`src/rtl/b64sd_pkg.sv`:
```
// ----------------------------------------------------------------------------
// b64sd_pkg
// types, constants and the character map of the base64 stream decoder
// ----------------------------------------------------------------------------
package b64sd_pkg;

  localparam int unsigned SymbolW    = 8;
  localparam int unsigned SextetW    = 6;
  localparam int unsigned PartialW   = 18;
  localparam int unsigned GroupW     = 24;
  localparam int unsigned FIFO_DEPTH = 4;

  localparam logic [7:0] CharUpperA = 8'd65;
  localparam logic [7:0] CharUpperZ = 8'd90;
  localparam logic [7:0] CharLowerA = 8'd97;
  localparam logic [7:0] CharLowerZ = 8'd122;
  localparam logic [7:0] CharDigit0 = 8'd48;
  localparam logic [7:0] CharDigit9 = 8'd57;
  localparam logic [7:0] CharPlus   = 8'd43;
  localparam logic [7:0] CharSlash  = 8'd47;

  localparam logic [7:0] LowerOffset = 8'd71;
  localparam logic [7:0] DigitOffset = 8'd4;
  localparam logic [5:0] PlusValue   = 6'd62;
  localparam logic [5:0] SlashValue  = 6'd63;

  localparam logic [1:0] LastPosition = 2'd3;

  typedef struct packed {
    logic [2:0]        keep;
    logic [GroupW-1:0] bits;
  } grp_t;

  function automatic logic [SextetW-1:0] sextet_of(input logic [SymbolW-1:0] c);
    logic [SymbolW-1:0] v;
    v = '0;
    if (c inside {[CharUpperA:CharUpperZ]}) begin
      v = c - CharUpperA;
    end else if (c inside {[CharLowerA:CharLowerZ]}) begin
      v = c - LowerOffset;
    end else if (c inside {[CharDigit0:CharDigit9]}) begin
      v = c + DigitOffset;
    end else if (c == CharPlus) begin
      v = {2'b00, PlusValue};
    end else if (c == CharSlash) begin
      v = {2'b00, SlashValue};
    end
    return v[SextetW-1:0];
  endfunction

endpackage

```
`src/rtl/b64sd_front.sv`:
```
// ----------------------------------------------------------------------------
// b64sd_front
// maps characters to sextets and gathers four into a group for the queue
// ----------------------------------------------------------------------------
module b64sd_front import b64sd_pkg::*; (
  input  logic               clk_i,
  input  logic               rst_ni,
  input  logic               s_axis_tvalid_i,
  output logic               s_axis_tready_o,
  input  logic [SymbolW-1:0] s_axis_tdata_i,
  input  logic               s_axis_tlast_i,
  output logic               push_o,
  output grp_t               push_data_o,
  input  logic               full_i
);

  logic [PartialW-1:0] bits_q, bits_d;
  logic [1:0]          pos_q, pos_d;
  logic                accept;
  logic [SextetW-1:0]  sextet;
  logic [GroupW-1:0]   word;

  assign s_axis_tready_o = !full_i;
  assign accept          = s_axis_tvalid_i && s_axis_tready_o;
  assign sextet          = sextet_of(s_axis_tdata_i);
  assign word            = {bits_q, sextet};

  assign push_data_o.bits = word;
  assign push_data_o.keep = {word[23:16] != 8'd0, word[15:8] != 8'd0, word[7:0] != 8'd0};
  assign push_o           = accept && (pos_q == LastPosition) && (|push_data_o.keep);

  always_comb begin
    bits_d = bits_q;
    pos_d  = pos_q;
    if (accept) begin
      if (pos_q == LastPosition || s_axis_tlast_i) begin
        bits_d = '0;
        pos_d  = '0;
      end else begin
        bits_d = {bits_q[PartialW-SextetW-1:0], sextet};
        pos_d  = pos_q + 2'd1;
      end
    end
  end

  always_ff @(posedge clk_i or negedge rst_ni) begin
    if (!rst_ni) begin
      bits_q <= '0;
      pos_q  <= '0;
    end else begin
      bits_q <= bits_d;
      pos_q  <= pos_d;
    end
  end

endmodule

```
`src/rtl/b64sd_fifo.sv`:
```
// ----------------------------------------------------------------------------
// b64sd_fifo
// short group queue between the character front and the byte back
// ----------------------------------------------------------------------------
module b64sd_fifo import b64sd_pkg::*; #(
  parameter int unsigned Depth = FIFO_DEPTH
) (
  input  logic clk_i,
  input  logic rst_ni,
  input  logic push_i,
  input  grp_t push_data_i,
  output logic full_o,
  input  logic pop_i,
  output grp_t pop_data_o,
  output logic empty_o
);

  localparam int unsigned PtrW = (Depth > 1) ? $clog2(Depth) : 1;
  localparam int unsigned CntW = $clog2(Depth + 1);
  localparam logic [PtrW-1:0] PtrLast = PtrW'(Depth - 1);
  localparam logic [CntW-1:0] CntFull = CntW'(Depth);

  grp_t            mem_q [Depth];
  logic [PtrW-1:0] wr_ptr_q, wr_ptr_d, rd_ptr_q, rd_ptr_d;
  logic [CntW-1:0] cnt_q, cnt_d;

  assign full_o     = cnt_q == CntFull;
  assign empty_o    = cnt_q == '0;
  assign pop_data_o = mem_q[rd_ptr_q];

  always_comb begin
    wr_ptr_d = wr_ptr_q;
    rd_ptr_d = rd_ptr_q;
    cnt_d    = cnt_q;
    if (push_i) begin
      wr_ptr_d = (wr_ptr_q == PtrLast) ? '0 : wr_ptr_q + 1'b1;
    end
    if (pop_i) begin
      rd_ptr_d = (rd_ptr_q == PtrLast) ? '0 : rd_ptr_q + 1'b1;
    end
    if (push_i && !pop_i) begin
      cnt_d = cnt_q + 1'b1;
    end else if (pop_i && !push_i) begin
      cnt_d = cnt_q - 1'b1;
    end
  end

  always_ff @(posedge clk_i) begin
    if (push_i) begin
      mem_q[wr_ptr_q] <= push_data_i;
    end
  end

  always_ff @(posedge clk_i or negedge rst_ni) begin
    if (!rst_ni) begin
      wr_ptr_q <= '0;
      rd_ptr_q <= '0;
      cnt_q    <= '0;
    end else begin
      wr_ptr_q <= wr_ptr_d;
      rd_ptr_q <= rd_ptr_d;
      cnt_q    <= cnt_d;
    end
  end

endmodule

```
`src/rtl/b64sd_back.sv`:
```
// ----------------------------------------------------------------------------
// b64sd_back
// unpacks queued groups into non-zero bytes behind an output register
// ----------------------------------------------------------------------------
module b64sd_back import b64sd_pkg::*; (
  input  logic       clk_i,
  input  logic       rst_ni,
  output logic       pop_o,
  input  grp_t       pop_data_i,
  input  logic       empty_i,
  output logic       m_axis_tvalid_o,
  input  logic       m_axis_tready_i,
  output logic [7:0] m_axis_tdata_o,
  output logic       m_axis_tlast_o
);

  logic [2:0]        keep_q, keep_d, rem, keep_after;
  logic [GroupW-1:0] bits_q, bits_d;
  logic              valid_q, valid_d, last_q, last_d;
  logic [7:0]        data_q, data_d, byte_sel;
  logic              adv, emit;

  assign adv  = !valid_q || m_axis_tready_i;
  assign emit = adv && (|keep_q);

  always_comb begin
    if (keep_q[2]) begin
      byte_sel = bits_q[23:16];
      rem      = {1'b0, keep_q[1:0]};
    end else if (keep_q[1]) begin
      byte_sel = bits_q[15:8];
      rem      = {2'b00, keep_q[0]};
    end else begin
      byte_sel = bits_q[7:0];
      rem      = '0;
    end
  end

  assign keep_after = emit ? rem : keep_q;
  assign pop_o      = !empty_i && (keep_after == '0);

  always_comb begin
    keep_d  = pop_o ? pop_data_i.keep : keep_after;
    bits_d  = pop_o ? pop_data_i.bits : bits_q;
    valid_d = valid_q;
    data_d  = data_q;
    last_d  = last_q;
    if (adv) begin
      valid_d = |keep_q;
      data_d  = byte_sel;
      last_d  = rem == '0;
    end
  end

  always_ff @(posedge clk_i) begin
    bits_q <= bits_d;
    data_q <= data_d;
    last_q <= last_d;
  end

  always_ff @(posedge clk_i or negedge rst_ni) begin
    if (!rst_ni) begin
      keep_q  <= '0;
      valid_q <= 1'b0;
    end else begin
      keep_q  <= keep_d;
      valid_q <= valid_d;
    end
  end

  assign m_axis_tvalid_o = valid_q;
  assign m_axis_tdata_o  = data_q;
  assign m_axis_tlast_o  = last_q;

endmodule

```
`src/rtl/base64_stream_decoder_top.sv`:
```
// ----------------------------------------------------------------------------
// base64_stream_decoder_top
// base64 character stream in, decoded non-zero bytes out
// ----------------------------------------------------------------------------
// One base64 character is taken per clock cycle. Every fourth character
// closes a group whose non-zero bytes leave most significant first, one per
// cycle through a registered output, tlast on the group's final byte; a
// group decodes to at most three bytes, so output keeps pace with input.
// A character with tlast that does not close a group drops the partial
// group. Input ready falls only while the group queue (QueueDepth entries)
// is full because the output side is stalled; a closing character's group
// passes the queue, the back end's group register and the output register.
module base64_stream_decoder_top import b64sd_pkg::*; #(
  parameter int unsigned QueueDepth = FIFO_DEPTH
) (
  input  logic       clk_i,
  input  logic       rst_ni,
  input  logic       s_axis_tvalid_i,
  output logic       s_axis_tready_o,
  input  logic [7:0] s_axis_tdata_i,  // symbol
  input  logic       s_axis_tlast_i,
  output logic       m_axis_tvalid_o,
  input  logic       m_axis_tready_i,
  output logic [7:0] m_axis_tdata_o,  // data_byte
  output logic       m_axis_tlast_o
);

  logic push, full, pop, empty;
  grp_t push_data, pop_data;

  b64sd_front u_front (
    .clk_i,
    .rst_ni,
    .s_axis_tvalid_i,
    .s_axis_tready_o,
    .s_axis_tdata_i,
    .s_axis_tlast_i,
    .push_o      (push),
    .push_data_o (push_data),
    .full_i      (full)
  );

  b64sd_fifo #(
    .Depth (QueueDepth)
  ) u_fifo (
    .clk_i,
    .rst_ni,
    .push_i      (push),
    .push_data_i (push_data),
    .full_o      (full),
    .pop_i       (pop),
    .pop_data_o  (pop_data),
    .empty_o     (empty)
  );

  b64sd_back u_back (
    .clk_i,
    .rst_ni,
    .pop_o      (pop),
    .pop_data_i (pop_data),
    .empty_i    (empty),
    .m_axis_tvalid_o,
    .m_axis_tready_i,
    .m_axis_tdata_o,
    .m_axis_tlast_o
  );

endmodule

```
`config.mk`:
```
export PLATFORM = sky130hd
export DESIGN_NAME = base64_stream_decoder_top
export DESIGN_NICKNAME = d
export VERILOG_FILES = /design/src/rtl/b64sd_pkg.sv /design/src/rtl/b64sd_front.sv /design/src/rtl/b64sd_fifo.sv /design/src/rtl/b64sd_back.sv /design/src/rtl/base64_stream_decoder_top.sv
export SDC_FILE = /design/constraint.sdc
export NUM_CORES = 1
export LEC_CHECK = 0
export ABC_AREA = 1
export BUFFER_PORTS_ARGS = -buffer_cell sky130_fd_sc_hd__buf_4
export CAP_MARGIN = 10
export CELL_PAD_IN_SITES_DETAIL_PLACEMENT = 1
export CELL_PAD_IN_SITES_GLOBAL_PLACEMENT = 1
export CORE_MARGIN = 2
export CORE_UTILIZATION = 45
export DETAILED_ROUTE_END_ITERATION = 8
export GPL_ROUTABILITY_DRIVEN = 0
export PLACE_DENSITY_LB_ADDON = 0.1
export SETUP_SLACK_MARGIN = 0.4
export SLEW_MARGIN = 20
export SYNTH_ARGS = -nofsm -noshare
export SYNTH_HDL_FRONTEND = slang
export SYNTH_HIERARCHICAL = 1
export SYNTH_SLANG_ARGS = --single-unit
```
`constraint.sdc`:
```
create_clock -name clk_i -period 3.7 [get_ports clk_i]
set_input_delay 0.37 -clock clk_i [delete_from_list [all_inputs] [get_ports clk_i]]
set_output_delay 0.37 -clock clk_i [all_outputs]
set_load 0.005 [all_outputs]
```
==> results.py <==
metrics = {
    "critical_path": {
        "crit_top_cell": "nand2_1",
        "critPathMaxStageDelay_ps": 420,
        "cpLargestDelayFamily": "simple AND/OR/NAND/NOR gates",
        "cp-end-kind": "register",
        "worstPathMaxFanout": 9,
        "worstPathRequired_ps": 4020,
        "crit_buf_inv": 5,
        "cp-start-kind": "input port",
        "worstSetupPathType": "in2reg",
        "crit_slowest_cell": "fa_1",
        "worstPathArrival_ps": 3080,
        "path_cells": "buf_4 -> inv_1 -> ha_1 -> inv_1 -> nand2_1 -> nand2_1 -> nand2_1 -> nand3_1 -> nand3_1 -> nand2_1 -> nor2_2 -> nand2_1 -> nor2_2 -> nand3_1 -> nand2_1 -> inv_1 -> ha_1 -> inv_1 -> fa_1 -> nand2_1 -> nand2_1",
    },
    "grt": {
        "grt_use_total": 0.206,
        "antenna_found_initial": 0,
        "grt_pass1_wl_um": 27800,
        "grt_max_degree": 61,
        "gr-total-overflow": 0,
        "grt_pass1_vias": 5180,
    },
    "job": {
        "maxCapViolations": 0,
    },
    "route": {
        "drc": 0,
        "drt-initial-drc-count": 285,
        "wire_per_inst_um": 18.3,
        "ant_nets": 0,
        "drt_pass1_iterations": 6,
        "vias": 4986,
        "viasPerCell": 5.20,
        "wirelength_um": 17600,
    },
    "logic_synthesis": {
        "yosys-mux-area-fraction": 0,
        "netlist_instances": 697,
        "netlist_top_cells_area": "edfxtp_1 55%, dfrtp_1 10%, nand2_1 8.5%, inv_1 5.2%, o211ai_1 4.3%",
        "syn-mean-instance-area_um2": 11.1,
        "synth_compound_area_frac": 0.0942,
        "synth-edff-count": 141,
        "async_flop_share": 0.180,
        "yosys.area.top_type_share": 0.549,
        "yosys.area_share.simple": 0.146,
        "ys_ff_latch": 172,
        "syn-num-nets": 727,
        "netlist_area_um2": 7720,
        "yosysTopAreaCell": "edfxtp_1",
        "ys.warnings.count": 6,
        "synth_fa_ha_area_frac": 0.0285,
        "synth-seq-area-share": 0.649,
        "synth_cell_type_count": 34,
        "synth-xor-area-share": 0.00681,
        "yosys_most_used_dff": "edfxtp_1",
        "synth_top_family_by_area": "simple AND/OR/NAND/NOR gates",
    },
    "clock_network": {
        "ctsResizeCount": 0,
        "cts_tree": "done",
        "numCtsBuffers": 17,
        "cts_max_path_buffers": 2,
        "clk_pin_slew_worst_paths_ps": 70,
        "cts-htree-levels": 4,
        "clock_latency_ps": 430,
        "clock_sinks": 172,
        "cts-root-buf": "clkbuf_16",
    },
    "outcome": {
        "status": "finished, final reports clean",
    },
    "timing": {
        "setup-tns-final_ps": 0,
        "fmax_ghz": 0.361,
        "maxSlewViolCount": 0,
        "finalClockSkew_ps": 8.67,
        "timing.final.ws_setup_ps": 933,
        "fin_crit_sh": 0.748,
        "tightest_slew_ps": 834,
        "setup_violations": 0,
        "rsz0062_at_grt": "no",
        "min_period_ps": 2770,
        "slew_headroom": 0.443,
        "hold_violations": 0,
    },
    "placed_design": {
        "post-dp-hpwl_um": 11900,
        "portBuffers": 23,
        "place_area_um2": 8100,
        "dp_slack_ps": 510,
    },
    "die": {
        "core_area_um2": 16700,
        "num_rows": 47,
        "io_pins": 24,
        "die_w_um": 135,
        "die_h_um": 135,
        "die-area_um2": 18200,
        "start_util": 0.462,
    },
    "finish": {
        "antenna_cells": 0,
        "area_growth_syn_to_layout_pct": 13.3,
        "final_common_cell": "nand2_1",
        "nets": 756,
        "drive_gt1_frac": 0.138,
        "stdcell_area_um2": 8740,
        "most-common-layout-cells": "175 x nand2_1, 141 x edfxtp_1, 106 x inv_1, 44 x o211ai_1, 33 x nor2_1",
    },
    "pwr": {
        "power.density_nw_per_um2": 738,
        "p_leak_nw": 3.70,
        "ir_drop_uv": 379,
    },
    "worst_hold_path": {
        "worstHoldPathType": "in2reg",
    },
}
==> cells in the mapped netlist (10+ instances only) <==
master / n
a21oi_1: 18
nand3_1: 20
edfxtp_1: 141
dfrtp_1: 31
ha_1: 16
nor2_1: 33
buf_2: 11
o211ai_1: 44
inv_1: 106
o22ai_1: 11
o21ai_0: 12
nand2_1: 175
o211ai_2: 10
==> through the flow <==
stage	hold WS, ps	power (mW)	instances	utilization
after floorplan	74.4	3.99	697	-
after global placement	342	4.51	926	0.485
after detailed placement	350	4.61	926	0.485
after CTS	360	6.52	959	0.524
after global routing	376	6.81	959	0.524
final	374	6.45	959	0.524
==> logic make-up (layout without fill, tap and decap cells) <==
kind of cell / after synthesis / in the layout
and+or+nand+nor: 264 / 264
DFF: 172 / 172
buffers and inverters: 137 / 179
AOI/OAI and AO/OA: 101 / 101
adders and majority gates: 17 / 17
xor gates and xnor gates: 6 / 6
==> routing by layer <==
metal | up-vias | GRT usage | part of all wire
met5 | - | 0 | 0
met4 | 0 | 0.0764 | 0.020
met3 | 28 | 0.0409 | 0.024
met2 | 68 | 0.353 | 0.50
met1 | 2477 | 0.260 | 0.45
li1 | 2413 | - | -
==> sequential cells by signal, summed over array words and instances (netlist names) <==
register,cells
u_back/bits_q,24
u_back/keep_q,3
u_back/m_axis_tdata_o,8
u_back/m_axis_tlast_o,1
u_back/m_axis_tvalid_o,1
u_fifo/cnt_q,3
u_fifo/mem_q,108
u_fifo/rd_ptr_q,2
u_fifo/wr_ptr_q,2
u_front/bits_q,18
u_front/pos_q,2
==> power breakdown <==
group,internal (mW),total (mW),switching (mW)
registers,2.61,2.83,0.226
clock network,1.15,1.91,0.760
logic,0.561,1.71,1.15
total,4.31,6.45,2.14
==> path summary, 6_finish.rpt <==
check / start / endpoint / depth (start not counted) / slack (ps)
hold reg to reg: u_front/pos_q[0] / u_front/pos_q[0] / 1 / 510
max in group asynchronous: rst_ni / u_front/bits_q[8] / 2 / 2940
hold / removal: m_axis_tready_i / u_back/keep_q[0] / 5 / 370
setup reg to reg: u_front/bits_q[3] / u_fifo/cnt_q[1] / 11 / 1010
setup / recovery: s_axis_tdata_i[1] / u_fifo/cnt_q[1] / 21 / 930
min in group asynchronous: rst_ni / u_fifo/rd_ptr_q[0] / 2 / 420
==> worst register-to-register path: cells and delay by family, from the launching register on <==
family / cells / cell delay (ps)
buf+inv: 2 / 200
fa+ha+maj: 2 / 660
flops: 1 / 450
simple gates: 7 / 1260
==> area by class of cell <==
type	instances	area [µm²]
Fill cell	1757	7960
Sequential cell	172	5010
Multi-Input combinational cell	388	2140
Inverter	115	432
Clock buffer	18	429
Tap cell	220	275
Timing Repair Buffer	32	255
Clock inverter	14	205
==> repair_timing <==
item / CTS / global route
buffers inserted: 0 / 0
endpoints found under the hold margin: 31 / 0
hold buffers: 1 / 0
Power figures use the tool's default switching activity.
